## config.mk

```make
export PLATFORM = sky130hd
export DESIGN_NAME = iam_cell
export DESIGN_NICKNAME = d
export VERILOG_FILES = /design/src/hw/rtl/iam_pkg.sv /design/src/hw/rtl/iam_cell.sv
export SDC_FILE = /design/constraint.sdc
export NUM_CORES = 1
export LEC_CHECK = 0
export ABC_AREA = 0
export ABC_CLOCK_PERIOD_IN_PS = 6600
export BUFFER_PORTS_ARGS = -buffer_cell sky130_fd_sc_hd__buf_2
export CAP_MARGIN = 20
export CELL_PAD_IN_SITES_DETAIL_PLACEMENT = 0
export CELL_PAD_IN_SITES_GLOBAL_PLACEMENT = 1
export CORE_AREA = 2 2 411 413
export CTS_BUF_LIST = sky130_fd_sc_hd__clkbuf_4
export DETAILED_ROUTE_END_ITERATION = 7
export DIE_AREA = 0 0 413 415
export GPL_TIMING_DRIVEN = 1
export PLACE_DENSITY = 0.48
export RECOVER_POWER = 50
export SLEW_MARGIN = 20
export SYNTH_ARGS = -nofsm -noshare
export SYNTH_HDL_FRONTEND = slang
export SYNTH_SLANG_ARGS = --single-unit
```

## constraint.sdc

```tcl
create_clock -name clk -period 6.6 [get_ports clk]
set_input_delay 0.33 -clock clk [delete_from_list [all_inputs] [get_ports clk]]
set_output_delay 0.33 -clock clk [all_outputs]
set_load 0.01 [all_outputs]
```

## src/hw/rtl/iam_pkg.sv

```systemverilog
// Package: shared types, codes and constants for the integer ALU.
`timescale 1ns / 1ps
`default_nettype none
package iam_pkg;
  localparam int unsigned DataWidthDef = 64;
  localparam int unsigned FieldW = 64;
  localparam int unsigned CntW = 6;

  typedef enum logic [3:0] {
    FN_MUL = 4'd0, FN_MULHI = 4'd1, FN_DIV = 4'd2, FN_REM = 4'd3,
    FN_ADD = 4'd4, FN_SUB = 4'd5, FN_SHL = 4'd6, FN_SHR = 4'd7,
    FN_AND = 4'd8, FN_XOR = 4'd9, FN_OR = 4'd10
  } func_t;

  typedef enum logic [1:0] {
    ST_OK = 2'd0, ST_DIVZ = 2'd1, ST_BADOP = 2'd2
  } status_t;

  typedef struct packed {
    logic [3:0]        func;
    logic [FieldW-1:0] left_operand;
    logic [FieldW-1:0] right_operand;
  } in_beat_t;

  typedef struct packed {
    logic [FieldW-1:0] result_value;
    logic [1:0]        status;
  } out_beat_t;
endpackage
`default_nettype wire

```

## src/hw/rtl/iam_cell.sv

```systemverilog
// One cell of the ALU chain: one restoring divide step and one multiply partial-product row.
`timescale 1ns / 1ps
`default_nettype none
module iam_cell import iam_pkg::*; #(
  parameter int unsigned W = DataWidthDef,
  parameter int unsigned IDX = 0
) (
  input  wire logic         clk,
  input  wire logic         rst_n,
  input  wire logic         vld_i,
  input  wire logic [W-1:0] a_i,      // dividend shift register
  input  wire logic [W-1:0] b_i,      // divisor magnitude
  input  wire logic [W-1:0] rem_i,
  input  wire logic [2*W-1:0] acc_i,  // product accumulator
  input  wire logic [W-1:0] quo_i,
  input  wire logic [W-1:0] mb_i,     // multiplier (unsigned pattern)
  input  wire logic [W+17:0] side_i,  // passthrough control and operands
  output logic              vld_o,
  output logic [W-1:0]      a_o,
  output logic [W-1:0]      b_o,
  output logic [W-1:0]      rem_o,
  output logic [2*W-1:0]    acc_o,
  output logic [W-1:0]      quo_o,
  output logic [W-1:0]      mb_o,
  output logic [W+17:0]     side_o
);
  logic [W:0]     trial;
  logic [W:0]     diff;
  logic           take;
  logic [2*W-1:0] pp;

  // Divide step: bring in the next dividend bit, subtract if it fits.
  assign trial = {rem_i, a_i[W-1]};
  assign diff  = trial - {1'b0, b_i};
  assign take  = !diff[W];
  // Multiply row: add the multiplicand, carried in the top W bits of the side
  // word, times one multiplier bit.
  assign pp = mb_i[IDX] ? ({{W{1'b0}}, side_i[W+17 -: W]} << IDX) : '0;

  always_ff @(posedge clk) begin
    if (!rst_n) begin
      vld_o <= 1'b0;
    end else begin
      vld_o <= vld_i;
    end
    a_o    <= {a_i[W-2:0], 1'b0};
    b_o    <= b_i;
    rem_o  <= take ? diff[W-1:0] : trial[W-1:0];
    quo_o  <= {quo_i[W-2:0], take};
    acc_o  <= acc_i + pp;
    mb_o   <= mb_i;
    side_o <= side_i;
  end
endmodule
`default_nettype wire

```

==> results.tsv, run 1 <==
metric	value	unit
run status	stopped before the end	
Exit stage	clock tree synthesis (4_1_cts)	
Error	[ERROR RSZ-0060] Max buffer count reached.	
I/O Pins	1064	
number of warnings issued by yosys	0	
clock root buffer	clkbuf_4	
Die H	415	um
CTS Hold Bufs	1137	
gpl congestion	0.8396	
TritonCTS Buffers	163	
Mapped Area	21160	um^2
Starting Density	12.69	%
post-CTS setup buffers	0	
# resized after CTS	0	
Synth Area per Inst	9.722	um^2
hpwl dp	96570	um
Buffers on Ports	1061	
Synth cell types	81	
placed cells	5375	
ys flop type	dfxtp_1	
asr flop ratio synth	0	%
Cells after Synth	2176	
Die Span X	413	um
FP Rows	150	
Seq/Total Area, Yosys	50.15	%
clock buffer depth	3	
# H-tree levels	4	
synthesized flop and latch total	530	
clock sink count	530	
Post-synth EDFFs	0	
syn_nets	2839	
cell usage after synthesis (5+ instances only):
library cell / number / area, um^2
a211oi_1: 15 / 112.6
a21boi_0: 8 / 60.06
a21o_1: 73 / 548.0
a21oi_1: 146 / 730.7
a221oi_1: 5 / 43.79
a31oi_1: 21 / 131.4
and2_1: 76 / 475.5
and3_1: 18 / 112.6
and4_1: 6 / 52.55
buf_2: 22 / 110.1
buf_4: 7 / 52.55
clkbuf_1: 47 / 176.4
dfxtp_1: 530 / 10610
ha_1: 128 / 1602
inv_1: 98 / 367.9
nand2_1: 196 / 735.7
nand2b_1: 9 / 56.30
nand3_1: 45 / 225.2
nand4_1: 66 / 412.9
nor2_1: 98 / 367.9
nor2b_1: 9 / 56.30
nor3_1: 54 / 270.3
nor4_1: 16 / 100.1
nor4_2: 5 / 62.56
o211ai_1: 9 / 67.56
o21a_1: 17 / 127.6
o21ai_0: 133 / 665.6
o21bai_1: 22 / 165.2
o31ai_1: 13 / 97.59
o41a_1: 5 / 56.30
or2_2: 6 / 37.54
or3_1: 9 / 56.30
xnor2_1: 90 / 788.3
xor2_1: 93 / 814.5
metrics by stage:
step	setup WS, ns	area (um^2)	util, %
2_1_floorplan	2.874	21160	-
3_5_place_dp	1.577	28990	17.39
3_3_place_gp	1.576	28990	17.39
logic make-up after synthesis:
logic type / after synthesis / share of synthesized area [%]
simple gates: 633 / 15.22
xor+xnor: 183 / 7.576
mux: 6 / 0.3194
buf+inv: 176 / 3.448
compound gates: 517 / 15.51
fa+ha+maj: 130 / 7.760
flops: 530 / 50.15
other cells: 1 / 0.01773
==> run 2, diff against run 1 <==
CELL_PAD_IN_SITES_DETAIL_PLACEMENT = not set   (was 0)
CELL_PAD_IN_SITES_GLOBAL_PLACEMENT = not set   (was 1)
CORE_AREA = 2 2 418 420   (was 2 2 411 413)
CTS_BUF_LIST = not set   (was sky130_fd_sc_hd__clkbuf_4)
DIE_AREA = 0 0 420 422   (was 0 0 413 415)
PLACE_DENSITY = not set   (was 0.48)
PLACE_DENSITY_LB_ADDON = 0.15   (was not set)
==> results.tsv, run 2 <==
metric	value	unit	change
most instantiated cells after synthesis	530 x dfxtp_1, 196 x nand2_1, 146 x a21oi_1		
top-count cell post-synth	dfxtp_1		
clock sink count	530		unchanged
NumNets Final	4403		
overall fraction of global-route tracks in use	13.81	%	
wire per inst	20.78	um	
FP Rows	153		+2.0%
clock slew at reported path FFs	0.07	ns	
CP required	7.23	ns	
# resized after CTS	0		unchanged
Starting Density	12.24	%	-0.46 points
startpoint types	input pin		
I/O Pins	1064		unchanged
critical path arrival	5.96	ns	
CP dominant cell by count	dlygate4sd3_1		
Core Area	172900	um^2	
Rel. slew slack	37.22	%	
Fmax achieved	0.1874	GHz	
Layout fillers	19450		
CP Cell Sequence	dlygate4sd3_1 > clkbuf_1 > and2_0 > ha_1 > fa_1 > a211oi_1 > o211ai_1 > a31oi_1 > o31ai_2 > a21oi_1 > o31a_1 > o221ai_2 > nand2_1 > buf_4 > nor3_1 > xor2_1 > dlygate4sd3_1		
setup_tns	0	ns	
Die Span X	420	um	+1.7%
Regs by FF count	acc_o: 128 flops, side_o: 82 flops		
clock root buffer	clkbuf_16		
TritonCTS Buffers	70		-57%
ANT nets after route	0		
synth-to-layout area growth	71.04	%	
Synth area leader	dfxtp_1		
GR Overflow Total	0		
clock buffer depth	3		unchanged
largest net degree at the start of global routing	98		
share of layout cells above drive strength 1	23.99	%	
final WL	127400	um	
crit path max-delay cell type	dlygate4sd3_1		
syn_nets	2839		unchanged
TritonRoute pass-1 iters	6		
Die H	422	um	+1.7%
Final WS setup	1.264	ns	
number of warnings issued by yosys	0		unchanged
worst stage delay on the critical path	0.55	ns	
initial antenna violation count	47		
synthesized flop and latch total	530		unchanged
run status	finished, final reports clean		
Final Hold Fails	0		
final count of negative-setup-slack endpoints	0		
Biggest register	acc_o		
Peak VDD IR	176.2	uV	
DRT iter0 DRCs	893		
Synth Area per Inst	9.722	um^2	unchanged
Mapped Area	21160	um^2	unchanged
Buffers on Ports	1061		unchanged
max reg flops	128		
crit-path max FO	10		
final non-filler cell total	6129		
Worst-Margin Slew	0.9333	ns	
Worst path top cell family by delay	compound AO/OA/AOI/OAI gates		
Seq/Total Area, Yosys	50.15	%	unchanged
# H-tree levels	3		-1
ranking of synthesized cells by area	dfxtp_1 50%, ha_1 7.6%, xor2_1 3.9%		
Max-Cap Viols	0		
Final Core Density	20.93	%	
pwr dens	270.5	nW/um^2	
global-route wire length before repair	172100	um	
most frequent cells in the layout	744 x buf_2, 530 x dfxtp_1, 490 x dlygate4sd3_1, 332 x clkbuf_1, 196 x nand2_1		
post-layout min period	5.336	ns	
via count	21930		
worst path bufs/invs	4		
gpl congestion	0.8011		-4.6%
Synth cell types	81		unchanged
crit path capture type	flip-flop		
cell leakage power	15.73	nW	
Place WS	1.297	ns	-0.2797 ns
# DRC	0		
asr flop ratio synth	0	%	unchanged
ys flop type	dfxtp_1		
hpwl dp	107300	um	+11%
Post-synth EDFFs	0		unchanged
die area	177200	um^2	
Worst Hold Class	input pin to flip-flop		
CTS tree	built		
Slew Limit Fails	0		
final worst-path cycle share	80.85	%	
commonest non-fill, non-tap cell in the layout	buf_2		
number of global-route vias before repair	23130		
Final Power	9.789	mW	
worst setup path category	input pin to flip-flop		
vias per inst	3.577		
Cells after Synth	2176		unchanged
RSZ-0062 raised after global routing	no		
post-synth top area share	50.15	%	unchanged
placed cells	5503		+2.4%
run 2: cell counts after synthesis:
No cell type changed its count.
run 2: timing repair:
item,in CTS,in global routing
hold endpoints to repair,473,0
hold buffers,490,0
setup buffers,0,0
run 2: where the power goes:
group	leakage (nW)	switching [mW]	total, mW	internal, mW
Combinational	10.1	1.24	2.09	0.852
Clock	1.18	1.66	4.10	2.44
Sequential	4.47	0.0909	3.60	3.51
Total	15.7	2.99	9.79	6.80
run 2: tightest hold or removal path, delay by kind of cell:
kind	cells	cell delay [ns]
adder cells (fa/ha/maj)	1	0.22
XOR/XNOR	1	0.12
buffers and inverters	1	0.08
run 2: path summary, 6_finish.rpt:
| check | depth (start not counted) | to | slack (ns) | startpoint |
|---|---|---|---|---|
| min | 3 | acc_o[23] | 0.12 | acc_i[23] |
| max | 17 | acc_o[92] | 1.26 | side_i[18] |
run 2: kinds of logic (layout without fill, tap and decap cells):
| family | count (synthesis) | count (layout) | synth area share (%) |
|---|---|---|---|
| compound gates | 517 | 517 | 15.51 |
| xor+xnor | 183 | 183 | 7.576 |
| fa+ha+maj | 130 | 130 | 7.760 |
| buf+inv | 176 | 1793 | 3.448 |
| flops | 530 | 530 | 50.15 |
| mux | 6 | 6 | 0.3194 |
| other cells | 1 | 12 | 0.01773 |
| simple gates | 633 | 633 | 15.22 |
run 2: cell type report:
type / count / area [um^2] / area share [%]
Inverter: 98 / 367.9 / 1.017
Clock buffer: 97 / 1974 / 5.456
Timing Repair Buffer: 1570 / 9973 / 27.56
Tap cell: 2325 / 2909 / 8.039
Antenna cell: 11 / 27.53 / 0.07607
Sequential cell: 530 / 10610 / 29.32
Multi-Input combinational cell: 1470 / 9847 / 27.21
Clock inverter: 28 / 475.5 / 1.314
run 2: routing by layer:
metal  part of all wire [%]  vias to the layer above  routed length (um)  global-route usage (%)
met5                  0.063                        -                  80                       0
met4                    5.6                       14                7155                   7.518
met3                    6.9                      205                8763                   3.921
met2                     54                      775               68150                   26.48
met1                     34                    10160               43210                   13.00
li1                       -                    10770                   -                       -
run 2: per-stage QoR:
step / area (um^2) / hold WS [ns]
3_5_place_dp: 29200 / 0.4336
4_1_cts: 36550 / 0.03395
2_1_floorplan: 21160 / 0.3577
5_1_grt: 36170 / 0.07465
3_3_place_gp: 29200 / 0.4329
6_report: 36180 / 0.1207
Power figures use the tool's default switching activity.
